--- src/rtl/qfan_pkg.sv ---
// Shared constants, word types and widths for the quad face area/normal pipeline.
// No dependencies; used by every module under rtl/.
package qfan_pkg;

    localparam int COORD_WIDTH_DEF = 32;
    localparam int COORD_FRAC_BITS = 16;

    localparam int AREA_W     = 48;
    localparam int NORM_W     = 32;
    localparam int NORM_SHIFT = 30;
    localparam int SPLIT      = 24;
    localparam int SUM_W      = 96;
    localparam int SQ_W       = 98;
    localparam int SQRT_STEPS = 49;
    localparam int DIV_STEPS  = 78;
    localparam int R_W        = AREA_W + 1;
    localparam int Q_W        = 33;
    localparam int OUT_W      = 4 * AREA_W + 3 * NORM_W;

    localparam logic signed [AREA_W-1:0] AREA_MAX = {1'b0, {(AREA_W-1){1'b1}}};
    localparam logic signed [AREA_W-1:0] AREA_MIN = {1'b1, {(AREA_W-1){1'b0}}};
    localparam logic [Q_W-1:0]           NORM_ONE = Q_W'(1) << NORM_SHIFT;

    // three area components, x in [0]
    typedef logic [2:0][AREA_W-1:0] t_avec;

    typedef struct packed {
        logic [SQ_W-1:0] rem;
        logic [SQ_W-1:0] root;
        t_avec           av;
    } t_sq_word;

    typedef struct packed {
        logic [AREA_W-1:0]      m;
        logic [2:0][AREA_W-1:0] mag;
        logic [2:0][R_W-1:0]    r;
        logic [2:0][Q_W-1:0]    q;
        t_avec                  av;
    } t_dv_word;

endpackage

--- src/rtl/qfan_div_cell.sv ---
// One restoring-division step for all three normal components.
// Depends on qfan_pkg.
module qfan_div_cell #(
    parameter int STEP = 0
) (
    input  logic               i_clk,
    input  logic               i_rst_n,
    input  logic               i_en,
    input  logic               i_valid,
    input  qfan_pkg::t_dv_word i_word,
    output logic               o_valid,
    output qfan_pkg::t_dv_word o_word
);
    import qfan_pkg::*;

    logic [2:0]          w_nb;
    logic [2:0][R_W-1:0] w_r2;
    logic [2:0]          w_ge;
    t_dv_word            n_word;
    t_dv_word            r_word;
    logic                r_valid;

    for (genvar c = 0; c < 3; c++) begin : g_nb
        if (STEP >= NORM_SHIFT) begin : g_num
            assign w_nb[c] = i_word.mag[c][STEP-NORM_SHIFT];
        end else begin : g_zero
            assign w_nb[c] = 1'b0;
        end
    end

    always_comb begin
        n_word = i_word;
        for (int c = 0; c < 3; c++) begin
            w_r2[c]     = {i_word.r[c][R_W-2:0], w_nb[c]};
            w_ge[c]     = w_r2[c] >= {1'b0, i_word.m};
            n_word.r[c] = w_ge[c] ? w_r2[c] - {1'b0, i_word.m} : w_r2[c];
            n_word.q[c] = {i_word.q[c][Q_W-2:0], w_ge[c]};
        end
    end

    always_ff @(posedge i_clk) begin
        if (!i_rst_n) begin
            r_valid <= 1'b0;
        end else if (i_en) begin
            r_valid <= i_valid;
        end
        if (i_en) begin
            r_word <= n_word;
        end
    end

    assign o_valid = r_valid;
    assign o_word  = r_word;

endmodule

--- config.mk ---
export PLATFORM = sky130hd
export DESIGN_NAME = qfan_div_cell
export DESIGN_NICKNAME = d
export VERILOG_FILES = /design/src/rtl/qfan_pkg.sv /design/src/rtl/qfan_div_cell.sv
export SDC_FILE = /design/constraint.sdc
export NUM_CORES = 1
export LEC_CHECK = 0
export BUFFER_PORTS_ARGS = -buffer_cell sky130_fd_sc_hd__buf_2
export CORE_AREA = 2 2 458 460
export CTS_CLUSTER_SIZE = 16
export DETAILED_ROUTE_END_ITERATION = 10
export DIE_AREA = 0 0 460 462
export PLACE_DENSITY = 0.36
export SYNTH_ARGS = -nofsm -noshare
export SYNTH_HDL_FRONTEND = slang
export SYNTH_SLANG_ARGS = --single-unit
export TNS_END_PERCENT = 100
--- constraint.sdc ---
create_clock -name i_clk -period 6.78 [get_ports i_clk]
set_input_delay 0.339 -clock i_clk [delete_from_list [all_inputs] [get_ports i_clk]]
set_output_delay 0.339 -clock i_clk [all_outputs]
set_load 0.05 [all_outputs]
After elaboration in Yosys (flattened, before gate mapping):

Index checks and enable logic that the tools add are counted.

* reduce and logical (&&, ||, !) cells: 0
* bitwise gates (word level): 0
* $mul: 0
* equality and inequality tests: 0
* divide/modulo/power cells: 0
* mux-type cells: 3
* shift operators: 0
* add/sub/neg operators: 3
* magnitude comparators: 3

Operators by type and width (count)
* 49-bit by 48-bit >= comparator with 1-bit output: 3
* 49-bit 2-to-1 mux: 3
* 49-bit by 48-bit subtractor with 49-bit output: 3

* bits in registers: 583
* input bits: 586
* memories: 0
* ROM bits: 0
* latch bits: 0
* bits in writable memories: 0
* output and inout port bits: 583

Depth between registers and ports, before layout:

* depth in word-level cells: 2
* depth in mapped cells: 16
* mapped depth without buffers: 13

Worst setup path before layout:

No wires, ideal clock.

* kind: input -> register
* from: input port i_word[539] (netlist bit)
* to: register r_word, in the netlist o_word[245] (data pin)
* buffers on the path: 1
* slack: 3681 ps
* library setup time: 260 ps
* stages on the path: 13
* data arrival time: 2839 ps
* cell sequence: inv_1 ha_1 a21o_2 o22a_1 o41ai_2 o211ai_2 a31oi_4 nor2_1 a21oi_2 o21a_4 o41ai_4 buf_6 mux2_4

RTL lines
* start: declaration: RTL line qfan_div_cell.sv:10 `input qfan_pkg::t_dv_word i_word,`
* end signal: assignment: RTL line qfan_div_cell.sv:48 `r_word <= n_word;`
* end: declaration: RTL line qfan_div_cell.sv:20 `t_dv_word r_word;`

==> out/metrics.cfg <==
[final_layout]
multiInputGateArea_um2=9910
drive_above_1_share=0.369
area_growth_syn_to_layout_pct=63.2
final_util=0.220
fill_cells=22700
nets=4574
ff_latch_area_um2=17500
final_area_um2=45800
layout_commonest_cell=buf_2
mostFrequentLayoutCells=buf_2, edfxtp_1, dlygate4sd3_1

[timing]
rsz0062_at_grt=no
period_share=0.746
slew_headroom=0.238
fin_hold_ws_ns=0.0707
clock.fmax_ghz=0.198
finalSetupTns_ns=0
hold_viol=0
post-route-min-period_ns=5.06
finalSetupViolations=0
tightest_slew_ns=1.13
slew_violations=0
fin_skew_ns=0

[global_route]
gr-usage-all-layers=0.187
grt_pass1_wl_um=261000
grt_overflow_total=0
first_global_vias=26200
grt_max_degree=143
antenna_found_initial=118

[worst_setup_path]
r2r_cells=3
cpPeakStageDelay_ns=0.66
r2r_end=o_valid$_SDFFE_PN0P_
critical_path.slowest_cell=o2111ai_1
cp_max_fo=41
critPathCaptureType=register
reg2reg_slack_ns=5.59
crit_path_cell_trace=dlygate4sd3_1 > buf_2 > inv_1 > ha_1 > o21ai_0 > a31oi_1 > a21boi_1 > o2111ai_1 > nand4_1 > nand2_1 > a31oi_4 > inv_2 > buf_4 > nor2_1 > a21oi_1
arrival_ns=5.54
cp_data_required_time_ns=7.26
startpoint_type=primary input
timing.rr.start=o_valid$_SDFFE_PN0P_
worst-setup-path-type=in -> reg

[power_and_ir_drop]
power_density_nw_per_um2=287
p_total_w=0.0132
vdd_drop_max_v=0.000189
p_leak_nw=19.1

[clocking]
clock_sinks=583
clk_pin_slew_ns=0.05
h-tree-depth=3
clk_latency_ns=0.72
cts_resized=0
cts_tree=done
cts_buffers=84
clk_path_buf_depth=3
ctsRootBufferMaster=clkbuf_16

[placed_design]
placedInstanceArea_um2=37200
dpl.hpwl_um=175000
gp_congestion=0.867
io_buffers=1162

[logic_synthesis]
yosys_warnings=0
synth_top_family_by_area=compound AO/OA/AOI/OAI gates
netlist_instances=2083
yosysUniqueCellTypes=88
synth-seq-cells=583
ys_seq_area_frac=0.623
synth_simple_gate_area_frac=0.0717
synthMuxAreaShare=0.0473
postSynthAreaPerCell_um2=13.5
synthFlopType=edfxtp_1
synth_nets=2816
synth-compound-area-share=0.127
async_flop_share=0
synth_fa_ha_area_frac=0.0663
netlist_area_um2=28100
synth-edff-count=582
synth_xor_xnor_area_share=0.0399

[route]
vias_per_cell=3.86
ant_nets=0
wire_per_inst_um=31.0
wl_um=207000
first_pass_iters=5
drt_iter0_drc=1640
vias=25900
route.detailed.drc=0

[min_path]
worstHoldStart=i_word[292]
holdPathStages=3
holdPathEnd=o_word[293]$_DFFE_PP_
hp-class=in -> reg

[die]
coreArea_um2=208000
io_pins=1169
start_util=0.135
die_w_um=460
die-area_um2=213000
rows=168
die_h_um=462

[run_status]
outcome=complete, no violations

[flow_run]
drv_cap=0

[routing by layer]
metal | wire length [um] | track usage
met2 | 104000 | 0.332
met4 | 11000 | 0.0835
met3 | 14100 | 0.0529
met5 | 310 | 0
met1 | 78300 | 0.205
[how the worst max path moves through the flow]
stage / cells past startpoint / slack, ns / end / startpoint
floorplan: 13 / 3.68 / o_word[245]$_DFFE_PP_ / i_word[539]
global placement: 11 / 0.94 / o_word[249]$_DFFE_PP_ / i_word[558]
detailed placement: 15 / 1.59 / o_word[298]$_DFFE_PP_ / i_word[535]
CTS: 16 / 1.80 / o_word[298]$_DFFE_PP_ / i_word[535]
global route: 16 / 1.57 / o_word[298]$_DFFE_PP_ / i_word[535]
finish: 15 / 1.72 / o_word[298]$_DFFE_PP_ / i_word[538]
[worst max-delay path, delay by kind of cell]
family | cells | cell delay (ns)
AND/OR/NAND/NOR | 3 | 0.57
adder cells (fa/ha/maj) | 1 | 0.55
buffers and inverters | 5 | 1.73
AO/OA/AOI/OAI | 6 | 2.24
[repair_timing]
item	CTS	global route
hold buffers	564	0
hold endpoints to repair	563	0
setup buffers	0	0
setup endpoints to repair	0	0
[through the flow]
step | instances | setup WS [ns]
after floorplan | 2083 | 3.68
final | 6692 | 1.72
after CTS | 6629 | 1.80
after global routing | 6667 | 1.57
after global placement | 5910 | 0.938
after detailed placement | 5911 | 1.59
[kinds of logic after synthesis]
group                      count (synthesis)
AOI/OAI and AO/OA                        551
xor gates and xnor gates                 128
adders and majority gates                147
buffers and inverters                    156
DFF                                      583
muxes                                     97
and+or+nand+nor                          421
[sequential cells by signal (all words and copies together) (netlist names)]
signal / flops
o_valid: 1
o_word: 582
[synthesized netlist by cell type, drive strengths merged (3+ instances only)]
master / n / area [um^2]
nand2b: 15 / 93.8
or3: 8 / 50.1
and3: 22 / 138
xnor2: 70 / 613
o21ai: 105 / 529
buf: 23 / 191
nor2: 92 / 345
o22ai: 4 / 25.0
xor2: 58 / 508
nor2b: 20 / 125
edfxtp: 582 / 17500
a21boi: 10 / 75.1
a21o: 86 / 647
ha: 144 / 1800
o21a: 18 / 143
nand2: 136 / 513
a31oi: 22 / 174
a211o: 4 / 35.0
a221o: 3 / 30.0
inv: 84 / 320
mux2i: 5 / 50.1
and2: 17 / 106
fa: 3 / 60.1
o21bai: 31 / 233
a41oi: 5 / 51.3
o41ai: 5 / 70.1
o31a: 7 / 71.3
o31ai: 9 / 72.6
o211ai: 9 / 77.6
clkbuf: 49 / 184
nor3: 20 / 100
or3b: 3 / 26.3
nand4: 32 / 200
a21oi: 193 / 977
nor4: 3 / 18.8
or2: 4 / 25.0
nand3: 42 / 210
a211oi: 12 / 100
a31o: 6 / 52.6
mux2: 92 / 1280
[area by class of cell]
cell class                 instances  share of cell area
antenna                           63             0.00344
clock buffer                      92              0.0470
clock inverter                    62              0.0159
inverter                          84             0.00699
multi-input combinational       1344               0.216
sequential                       583               0.382
tap                             2720              0.0742
timing repair buffer            1744               0.255
[where the power goes]
| group | total (W) | switching (W) | internal [W] |
|---|---|---|---|
| Combinational | 0.00387 | 0.00276 | 0.00111 |
| Sequential | 0.00455 | 0.000137 | 0.00441 |
| Clock | 0.00474 | 0.00199 | 0.00274 |
| Total | 0.0132 | 0.00489 | 0.00826 |
No activity file was read; power rests on OpenSTA's default activity.
