`src/rtl/qfan_pkg.sv`:
```
// Shared constants, word types and widths for the quad face area/normal pipeline.
// No dependencies; used by every module under rtl/.
package qfan_pkg;

    localparam int COORD_WIDTH_DEF = 32;
    localparam int COORD_FRAC_BITS = 16;

    localparam int AREA_W     = 48;
    localparam int NORM_W     = 32;
    localparam int NORM_SHIFT = 30;
    localparam int SPLIT      = 24;
    localparam int SUM_W      = 96;
    localparam int SQ_W       = 98;
    localparam int SQRT_STEPS = 49;
    localparam int DIV_STEPS  = 78;
    localparam int R_W        = AREA_W + 1;
    localparam int Q_W        = 33;
    localparam int OUT_W      = 4 * AREA_W + 3 * NORM_W;

    localparam logic signed [AREA_W-1:0] AREA_MAX = {1'b0, {(AREA_W-1){1'b1}}};
    localparam logic signed [AREA_W-1:0] AREA_MIN = {1'b1, {(AREA_W-1){1'b0}}};
    localparam logic [Q_W-1:0]           NORM_ONE = Q_W'(1) << NORM_SHIFT;

    // three area components, x in [0]
    typedef logic [2:0][AREA_W-1:0] t_avec;

    typedef struct packed {
        logic [SQ_W-1:0] rem;
        logic [SQ_W-1:0] root;
        t_avec           av;
    } t_sq_word;

    typedef struct packed {
        logic [AREA_W-1:0]      m;
        logic [2:0][AREA_W-1:0] mag;
        logic [2:0][R_W-1:0]    r;
        logic [2:0][Q_W-1:0]    q;
        t_avec                  av;
    } t_dv_word;

endpackage

```
`src/rtl/qfan_sqrt_cell.sv`:
```
// One step of the digit-by-digit square root of the sum of squares.
// Depends on qfan_pkg.
module qfan_sqrt_cell #(
    parameter int BIT_POS = 0
) (
    input  logic               i_clk,
    input  logic               i_rst_n,
    input  logic               i_en,
    input  logic               i_valid,
    input  qfan_pkg::t_sq_word i_word,
    output logic               o_valid,
    output qfan_pkg::t_sq_word o_word
);
    import qfan_pkg::*;

    localparam logic [SQ_W-1:0] BIT = SQ_W'(1) << BIT_POS;

    logic [SQ_W-1:0] w_trial;
    logic            w_ge;
    t_sq_word        n_word;
    t_sq_word        r_word;
    logic            r_valid;

    always_comb begin
        w_trial     = i_word.root + BIT;
        w_ge        = i_word.rem >= w_trial;
        n_word      = i_word;
        n_word.rem  = w_ge ? i_word.rem - w_trial : i_word.rem;
        n_word.root = w_ge ? (i_word.root >> 1) + BIT : i_word.root >> 1;
    end

    always_ff @(posedge i_clk) begin
        if (!i_rst_n) begin
            r_valid <= 1'b0;
        end else if (i_en) begin
            r_valid <= i_valid;
        end
        if (i_en) begin
            r_word <= n_word;
        end
    end

    assign o_valid = r_valid;
    assign o_word  = r_word;

endmodule

```
`config.mk`:
```
export PLATFORM = sky130hd
export DESIGN_NAME = qfan_sqrt_cell
export DESIGN_NICKNAME = d
export VERILOG_FILES = /design/src/rtl/qfan_pkg.sv /design/src/rtl/qfan_sqrt_cell.sv
export SDC_FILE = /design/constraint.sdc
export NUM_CORES = 1
export LEC_CHECK = 0
export BUFFER_PORTS_ARGS = -buffer_cell sky130_fd_sc_hd__buf_4
export CORE_AREA = 2 2 270 272
export CTS_CLUSTER_DIAMETER = 60
export DETAILED_ROUTE_END_ITERATION = 16
export DIE_AREA = 0 0 272 274
export RECOVER_POWER = 25
export SETUP_SLACK_MARGIN = 0.02
export SKIP_CTS_REPAIR_TIMING = 1
export SYNTH_ARGS = -nofsm -noshare
export SYNTH_HDL_FRONTEND = slang
export SYNTH_SLANG_ARGS = --single-unit
```
`constraint.sdc`:
```
create_clock -name i_clk -period 15.7 [get_ports i_clk]
set_input_delay 2.355 -clock i_clk [delete_from_list [all_inputs] [get_ports i_clk]]
set_output_delay 2.355 -clock i_clk [all_outputs]
set_load 0.05 [all_outputs]
```
* Word level (Yosys, flattened, before mapping)
Cells that the tools add are included.
** Word-level totals
- Register bits :: 341
- Input port bits :: 344
- Output and inout port bits :: 341
- Logic and storage cells :: 13
** Operators by class
- Add/subtract/negate cells :: 3
- Order comparisons :: 1
- Mux-type cells :: 2
** Operator list (count)
- $add A97 B1 Y98 const B :: 1
- $add A98 B1 Y98 const B :: 1
- $ge A98 B98 Y1 :: 1
- $mux W98 :: 1
- $sub A98 B98 Y98 :: 1
- $mux W97 :: 1

* Logic depth before layout (Yosys ltp)
Gate-level depths: netlist of run 1.
- Depth after elaboration :: 3
- Mapped depth :: 27
- Depth with buffers taken out :: 23

* Worst setup path before layout of run 1
OpenSTA, ideal clock, no wires.
- Path kind :: in2reg
- Start :: input port i_word[181] (netlist name)
- End :: register r_word, in the netlist o_word[205], data pin
- Setup time :: 0.258 ns
- Arrival :: 7.179 ns
- Data required time :: 15.442 ns
- Path slack :: 8.263 ns
- Stages :: 21
- Path buffers :: 4
- Path through :: clkbuf_1 -> nand3_1 -> or4_1 -> or3_1 -> or4_1 -> nor2_1 -> xnor2_1 -> ha_1 -> clkbuf_1 -> nand4_1 -> nor3_1 -> nand4_1 -> nor3_1 -> a41o_1 -> a221oi_1 -> and3_1 -> buf_6 -> or4_4 -> buf_6 -> or3_4 -> xnor2_2
** RTL lines
- start, declared :: line qfan_sqrt_cell.sv:10 : input qfan_pkg::t_sq_word i_word,
- end signal, assigned :: line qfan_sqrt_cell.sv:39 : r_word <= n_word;
- end, declared :: line qfan_sqrt_cell.sv:21 : t_sq_word r_word;

==> results of run 1 <==
## path summary, 6_finish.rpt
check	slack, ns	cells after the start	start	end
setup / recovery	6.52	23	i_word[178]	o_word[205]
hold / removal	0.56	2	o_valid	o_valid
setup reg to reg	15.05	2	o_valid	o_valid
hold reg to reg	0.56	2	o_valid	o_valid
## cell type report
class	count	area, um2
Fill cell	7316	43000
Multi-Input combinational cell	1753	10800
Sequential cell	341	10200
Timing Repair Buffer	697	5010
Clock buffer	55	1230
Tap cell	959	1200
Clock inverter	28	314
Inverter	43	161
Antenna cell	6	15.0
## power by group through the flow
stage	combinational, mW	clock, mW	sequential, mW
6_report	0.993	1.08	1.16
2_1_floorplan	0.305	0	1.47
5_1_grt	1.04	1.13	1.17
3_3_place_gp	1.00	0	1.18
4_1_cts	1.00	1.10	1.16
3_5_place_dp	1.00	0	1.18
## cells by family (layout without fill, tap and decap cells)
family          count (synthesis)  count (layout)  synth area share
xor+xnor                      286             286             0.116
mux                             4               4           0.00196
buf+inv                       132             823            0.0287
other cells                     0               6                 0
simple gates                  893             893             0.194
compound gates                469             469             0.128
fa+ha+maj                     101             101            0.0587
flops                         341             341             0.472
## metrics by stage
step                      setup WS [ns]   util  hold slack, ns  cells
final                              6.52  0.402           0.562   3882
after global routing               6.07  0.402           0.574   3879
after CTS                          6.74  0.405           0.565   3876
after detailed placement           6.15  0.384           0.555   3793
after global placement             6.07  0.384           0.551   3793
after floorplan                    8.26      -           0.743   2226
## sequential cells by signal, summed over array words and instances (netlist names)
register	cells
o_word	340
o_valid	1
## layer usage
layer | vias to the layer above | track usage | wire length, um
li1 | 9470 | - | -
met1 | 10120 | 0.336 | 41700
met2 | 1150 | 0.508 | 55500
met3 | 241 | 0.0645 | 9490
met4 | 28 | 0.145 | 6650
met5 | - | 0 | 165
## cells in the mapped netlist, types with 8 or more instances
| library cell | count | area [um2] |
|---|---|---|
| sky130_fd_sc_hd__nand2_1 | 333 | 1250 |
| sky130_fd_sc_hd__and3_1 | 41 | 257 |
| sky130_fd_sc_hd__buf_4 | 13 | 97.6 |
| sky130_fd_sc_hd__nor2b_1 | 9 | 56.3 |
| sky130_fd_sc_hd__o21bai_1 | 25 | 188 |
| sky130_fd_sc_hd__nor3_1 | 59 | 295 |
| sky130_fd_sc_hd__or3_1 | 13 | 81.3 |
| sky130_fd_sc_hd__a31oi_1 | 15 | 93.8 |
| sky130_fd_sc_hd__nor4_1 | 24 | 150 |
| sky130_fd_sc_hd__buf_6 | 8 | 90.1 |
| sky130_fd_sc_hd__o21ai_0 | 172 | 861 |
| sky130_fd_sc_hd__nand3_1 | 72 | 360 |
| sky130_fd_sc_hd__clkbuf_1 | 54 | 203 |
| sky130_fd_sc_hd__nor2_1 | 192 | 721 |
| sky130_fd_sc_hd__nand4_1 | 78 | 488 |
| sky130_fd_sc_hd__a21o_1 | 39 | 293 |
| sky130_fd_sc_hd__nand2b_1 | 14 | 87.6 |
| sky130_fd_sc_hd__and4_1 | 11 | 96.3 |
| sky130_fd_sc_hd__inv_1 | 42 | 158 |
| sky130_fd_sc_hd__buf_2 | 10 | 50.1 |
| sky130_fd_sc_hd__ha_1 | 100 | 1250 |
| sky130_fd_sc_hd__xnor2_1 | 161 | 1410 |
| sky130_fd_sc_hd__xor2_1 | 124 | 1090 |
| sky130_fd_sc_hd__and2_1 | 13 | 81.3 |
| sky130_fd_sc_hd__a21oi_1 | 143 | 716 |
| sky130_fd_sc_hd__edfxtp_1 | 340 | 10200 |
## worst max-delay path: stages
cell                       delay, ns
sky130_fd_sc_hd__buf_4          0.12
sky130_fd_sc_hd__and3_1         0.26
sky130_fd_sc_hd__nand3_1        0.23
sky130_fd_sc_hd__nor4_1         0.31
sky130_fd_sc_hd__buf_4          0.22
sky130_fd_sc_hd__nand3_1        0.20
sky130_fd_sc_hd__nor2_1         0.26
sky130_fd_sc_hd__and3_1         0.30
sky130_fd_sc_hd__nand3_1        0.20
sky130_fd_sc_hd__nor4_1         0.74
sky130_fd_sc_hd__xnor2_1        0.31
sky130_fd_sc_hd__ha_1           0.49
sky130_fd_sc_hd__nand4_1        0.17
sky130_fd_sc_hd__nor3_1         0.45
sky130_fd_sc_hd__nand4_1        0.24
sky130_fd_sc_hd__nor3_1         0.32
sky130_fd_sc_hd__a41o_1         0.22
sky130_fd_sc_hd__a221oi_1       0.08
sky130_fd_sc_hd__and3_4         0.37
sky130_fd_sc_hd__buf_4          0.41
sky130_fd_sc_hd__or4_4          0.70
sky130_fd_sc_hd__or3_4          0.38
sky130_fd_sc_hd__xnor2_2        0.14
==> reports/qor.json, run 1 <==
{
  "routed-via-count": 21009,
  "port_buffers": 684,
  "power-per-cell-area_nw_per_um2": 112,
  "synth_enable_flop_cells": 340,
  "setup-violations-final": 0,
  "critPathRequiredTime_ns": 16.04,
  "worstMarginPinSlew_ns": 4.83,
  "status": "complete, but fails checks",
  "drc_errors": 0,
  "numCtsBuffers": 47,
  "clock_tree_from_tritoncts": "yes",
  "final_cell_area_um2": 29000,
  "worst-endpoint-arrival_ns": 9.52,
  "async_reset_ff_frac": 0,
  "post_synthesis_instance_area_um2": 21700,
  "detailed_place.area_um2": 27600,
  "p_sw_frac": 0.370,
  "fin_crit_ns": 9.18,
  "post_detailed_placement_half_perimeter_wirelength_mm": 94.1,
  "grt_usage": 0.291,
  "postSynthCellCount": 2226,
  "floorplan.initialDensity": 0.301,
  "detail_route.wirelength_mm": 113,
  "power.static_leakage_nw": 11.3,
  "worst_clock_skew_ns": 0,
  "totalNegativeSetupSlack_ns": 0,
  "fmax_mhz": 109,
  "syn_nets": 2671,
  "clkSlewWorstSetupHoldPaths_ns": 0.06,
  "yosys_warnings": 0,
  "timing_hold_violations_final": 0,
  "vias_per_cell": 5.41,
  "part_of_the_cycle_the_worst_path_needs": 0.585,
  "mostFrequentLayoutCell": "sky130_fd_sc_hd__buf_4",
  "totalPowerFinal_mw": 3.24,
  "p_seq_frac": 0.359,
  "cts.root.buffer_cell": "sky130_fd_sc_hd__clkbuf_16",
  "power_frac_clock": 0.335,
  "num-nets-final": 3328,
  "cts_htree_levels": 2,
  "slew_violations": 79,
  "io_pins": 685,
  "synth.yosys.seq_area_share": 0.472,
  "end_kind": "flip-flop",
  "max-clock-path-buffers": 3,
  "chipHeight_um": 274,
  "clock-sinks": 341,
  "clock_network_latency_to_the_later_pin_of_the_worst_skew_pair_ns": 0.60,
  "maxSlewHeadroom": -2.22,
  "layout_cell_share_with_drive_strength_beyond_1": 0.252,
  "min-delay-path-class": "reg2reg",
  "grt_max_degree": 107,
  "finalWeightedCongestion": 1.02,
  "commonest_cells_after_routing_fill_and_taps_aside": "sky130_fd_sc_hd__buf_4, sky130_fd_sc_hd__edfxtp_1, sky130_fd_sc_hd__nand2_1, sky130_fd_sc_hd__nor2_1, sky130_fd_sc_hd__o21ai_0",
  "comb_power_share": 0.306,
  "netlist-cell-type-count": 77,
  "worst-path-max-fanout": 67,
  "worst-setup-path-type": "in2reg",
  "core-area_um2": 72000,
  "design.die.area_um2": 74500,
  "detailedRoute.firstPassIterationCount": 6,
  "antenna_violations_before_repair": 20,
  "p_switching_mw": 1.20,
  "sort_of_element_at_the_start_of_the_critical_path": "input port",
  "die-width_um": 272,
  "yosys_most_used_dff": "sky130_fd_sc_hd__edfxtp_1",
  "vdd.ir_drop.worst_v": 0.0000719,
  "area.growth.synth_to_final_pct": 33.8,
  "rows": 99,
  "syn-mean-instance-area_um2": 9.73,
  "wire_per_inst_um": 29.2,
  "grt_pass1_vias": 20042,
  "grt_setup_unrepaired": "no",
  "globalRoute.totalOverflow": 0,
  "internal_pwr_total_mw": 2.04,
  "dr.first_iter.drc_count": 2300,
  "drv_cap": 1,
  "ys_ff_latch": 341,
  "grt_first_pass_wirelength_mm": 153,
  "failed_checks": "capacitance limit, slew limit",
  "postRouteAntennaNets": 0
}
No activity file was read; power rests on OpenSTA's default activity.
==> run 2, diff against run 1 <==
==> constraint.sdc (replaced) <==
create_clock -name i_clk -period 8.7 [get_ports i_clk]
set_input_delay 1.305 -clock i_clk [delete_from_list [all_inputs] [get_ports i_clk]]
set_output_delay 1.305 -clock i_clk [all_outputs]
set_load 0.05 [all_outputs]
==> run 2 against run 1 <==
Effect of this change: the flow still finishes with violations (capacitance limit, slew limit); clock skew unchanged; sequential share of layout area fell by 0.31 points; die area did not move; flip-flop and latch count unchanged; routed wire length is 0.60% higher; critical endpoint is now o_word[217]; largest cell class unchanged.
==> reports/qor.json, run 2 (synthesis results as in run 1) <==
{
  "detailed_place.area": {"value": 27700, "unit": "um2", "change": "+0.24%"},
  "io_pins": {"value": 685, "change": "unchanged"},
  "sort_of_element_at_the_start_of_the_critical_path": "input port",
  "routed-via-count": {"value": 21037, "change": "+0.13%"},
  "finalWeightedCongestion": {"value": 0.999, "change": "-1.6%"},
  "clock_network_latency_to_the_later_pin_of_the_worst_skew_pair": {"value": 0.60, "unit": "ns", "change": "about the same"},
  "critPathRequiredTime": {"value": 9.05, "unit": "ns", "change": "-6.99 ns"},
  "vias_per_cell": {"value": 5.40, "change": "-0.28%"},
  "cts_htree_levels": {"value": 2, "change": "unchanged"},
  "postRouteAntennaNets": {"value": 0, "change": "unchanged"},
  "rows": {"value": 99, "change": "unchanged"},
  "layout_cell_share_with_drive_strength_beyond_1": {"value": 0.268, "change": "+0.0160"},
  "maxSlewHeadroom": {"value": -2.41, "change": "-0.188"},
  "area.growth.synth_to_final_pct": 35.0,
  "mostFrequentLayoutCell": "sky130_fd_sc_hd__buf_4",
  "grt_pass1_vias": {"value": 20288, "change": "+1.2%"},
  "worst-endpoint-arrival": {"value": 8.05, "unit": "ns", "change": "-1.47 ns"},
  "chipHeight": {"value": 274, "unit": "um", "change": "unchanged"},
  "max-clock-path-buffers": {"value": 3, "change": "unchanged"},
  "timing_hold_violations_final": {"value": 0, "change": "unchanged"},
  "totalPowerFinal": {"value": 5.89, "unit": "mW", "change": "+82%"},
  "critical_path.startpoint": "i_word[146]",
  "clock-sinks": {"value": 341, "change": "unchanged"},
  "final_cell_area": {"value": 29200, "unit": "um2", "change": "+0.89%"},
  "globalRoute.totalOverflow": {"value": 0, "change": "unchanged"},
  "end_kind": "flip-flop",
  "final.fill_count": {"value": 7225, "change": "-1.2%"},
  "detail_route.wirelength": {"value": 114, "unit": "mm", "change": "+0.60%"},
  "largest_register_ffs": {"value": 340, "change": "unchanged"},
  "dr.first_iter.drc_count": {"value": 2064, "change": "-10%"},
  "detailedRoute.firstPassIterationCount": {"value": 6, "change": "unchanged"},
  "wire_per_inst": {"value": 29.3, "unit": "um", "change": "+0.19%"},
  "fmax_mhz": 130,
  "grt_first_pass_wirelength": {"value": 155, "unit": "mm", "change": "+1.7%"},
  "cts.root.buffer_cell": "sky130_fd_sc_hd__clkbuf_16",
  "worst_reg2reg_startpoint": "o_valid",
  "postLayoutCoreUtil": {"value": 0.406, "change": "+0.00360"},
  "core-area": {"value": 72000, "unit": "um2", "change": "unchanged"},
  "commonest_cells_after_routing_fill_and_taps_aside": "sky130_fd_sc_hd__buf_4, sky130_fd_sc_hd__edfxtp_1, sky130_fd_sc_hd__nand2_1, sky130_fd_sc_hd__nor2_1, sky130_fd_sc_hd__o21ai_0",
  "setup-violations-final": {"value": 0, "change": "unchanged"},
  "fin_hold_ws": {"value": 0.568, "unit": "ns", "change": "+0.00553 ns"},
  "worst_hold_path.num_cells": {"value": 2, "change": "unchanged"},
  "clock_tree_from_tritoncts": "yes",
  "num-nets-final": {"value": 3333, "change": "+0.15%"},
  "worst-setup-path-type": "in2reg",
  "post_detailed_placement_half_perimeter_wirelength": {"value": 94.9, "unit": "mm", "change": "+0.83%"},
  "worst-path-max-fanout": {"value": 23, "change": "-66%"},
  "grt_setup_unrepaired": "no",
  "failed_checks": "capacitance limit, slew limit",
  "clkSlewWorstSetupHoldPaths": {"value": 0.06, "unit": "ns", "change": "about the same"},
  "drv_cap": {"value": 2, "change": "+1"},
  "vdd.ir_drop.worst": {"value": 0.000156, "unit": "V", "change": "+120%"},
  "grt_usage": {"value": 0.295, "change": "+0.00403"},
  "worst_clock_skew": {"value": 0, "unit": "ns", "change": "unchanged"},
  "power-per-cell-area": {"value": 202, "unit": "nW/um2", "change": "+80%"},
  "floorplan.initialDensity": {"value": 0.301, "change": "unchanged"},
  "worstMarginPinSlew": {"value": 5.11, "unit": "ns", "change": "+0.282 ns"},
  "part_of_the_cycle_the_worst_path_needs": 0.886,
  "min-delay-path-class": "reg2reg",
  "slew_violations": {"value": 131, "change": "+66%"},
  "grt_max_degree": {"value": 153, "change": "+43%"},
  "port_buffers": {"value": 684, "change": "unchanged"},
  "fin_crit_ns": 7.70,
  "antenna_violations_before_repair": {"value": 28, "change": "+40%"},
  "power.static_leakage": {"value": 11.5, "unit": "nW", "change": "+1.6%"},
  "min-delay-start": "o_valid",
  "drc_errors": {"value": 0, "change": "unchanged"},
  "r2r.worst_path.cells": {"value": 2, "change": "unchanged"},
  "status": "complete, but fails checks",
  "numCtsBuffers": {"value": 47, "change": "unchanged"},
  "totalNegativeSetupSlack": {"value": 0, "unit": "ns", "change": "unchanged"},
  "design.die.area": {"value": 74500, "unit": "um2", "change": "unchanged"},
  "die-width": {"value": 272, "unit": "um", "change": "unchanged"}
}
## run 2: changes by cell type in the layout (fill, tap and decap cells not counted), moves of 2 or more
cell,delta
sky130_fd_sc_hd__buf_4,+38
sky130_fd_sc_hd__clkbuf_1,-34
sky130_fd_sc_hd__diode_2,+7
sky130_fd_sc_hd__clkinv_1,-5
sky130_fd_sc_hd__buf_12,+2
sky130_fd_sc_hd__clkbuf_4,+2
sky130_fd_sc_hd__clkbuf_8,+2
sky130_fd_sc_hd__clkinvlp_4,+2
## run 2: metal layers
metal,part of all wire,vias up,GRT usage,wire [um]
met5,0.0015,-,0,176
met4,0.055,28,0.141,6230
met3,0.087,239,0.0720,9920
met2,0.49,1191,0.512,55900
met1,0.37,10101,0.340,41900
li1,-,9478,-,-
## run 2: path summary, 6_finish.rpt
path | endpoint | slack (ns)
worst max-delay path | o_word[217] | 1.0
worst min-delay path | o_valid | 0.57
worst max register to register | o_valid | 8.05
worst min register to register | o_valid | 0.57
## run 2: worst max-delay path: stages
cell and delay, ns:
sky130_fd_sc_hd__buf_4 0.13, sky130_fd_sc_hd__ha_1 0.18, sky130_fd_sc_hd__and3_1 0.20, sky130_fd_sc_hd__and3_1 0.27, sky130_fd_sc_hd__nand4_1 0.24, sky130_fd_sc_hd__nor3_1 0.36
sky130_fd_sc_hd__nand2_1 0.39, sky130_fd_sc_hd__nor2_1 0.34, sky130_fd_sc_hd__nand2_1 0.20, sky130_fd_sc_hd__xor2_1 0.20, sky130_fd_sc_hd__ha_1 0.44, sky130_fd_sc_hd__nand4_2 0.23
sky130_fd_sc_hd__nor4_2 0.61, sky130_fd_sc_hd__nand2_1 0.22, sky130_fd_sc_hd__a311oi_1 0.69, sky130_fd_sc_hd__o2111ai_1 0.26, sky130_fd_sc_hd__and3_4 0.37, sky130_fd_sc_hd__nor4_1 0.95
sky130_fd_sc_hd__nand2_1 0.25, sky130_fd_sc_hd__xnor2_1 0.19
## run 2: power breakdown
| group | switching (mW) | total (mW) | internal, mW |
|---|---|---|---|
| Clock | 0.833 | 1.99 | 1.15 |
| Combinational | 1.26 | 1.81 | 0.549 |
| Sequential | 0.0852 | 2.10 | 2.01 |
## run 2: per-stage QoR
step	cells	setup slack, ns
after CTS	3885	1.17
final	3898	0.996
after detailed placement	3798	0.562
after global placement	3798	0.407
after global routing	3896	0.683
after floorplan	2226	2.31
## run 2: cell type report
| type | instances | area (um2) | share of cell area |
|---|---|---|---|
| Tap cell | 959 | 1200 | 0.0411 |
| Clock inverter | 28 | 335 | 0.0115 |
| Inverter | 43 | 161 | 0.00552 |
| Antenna cell | 13 | 32.5 | 0.00111 |
| Multi-Input combinational cell | 1753 | 10800 | 0.370 |
| Sequential cell | 341 | 10200 | 0.350 |
| Timing Repair Buffer | 702 | 5210 | 0.178 |
| Clock buffer | 59 | 1240 | 0.0425 |
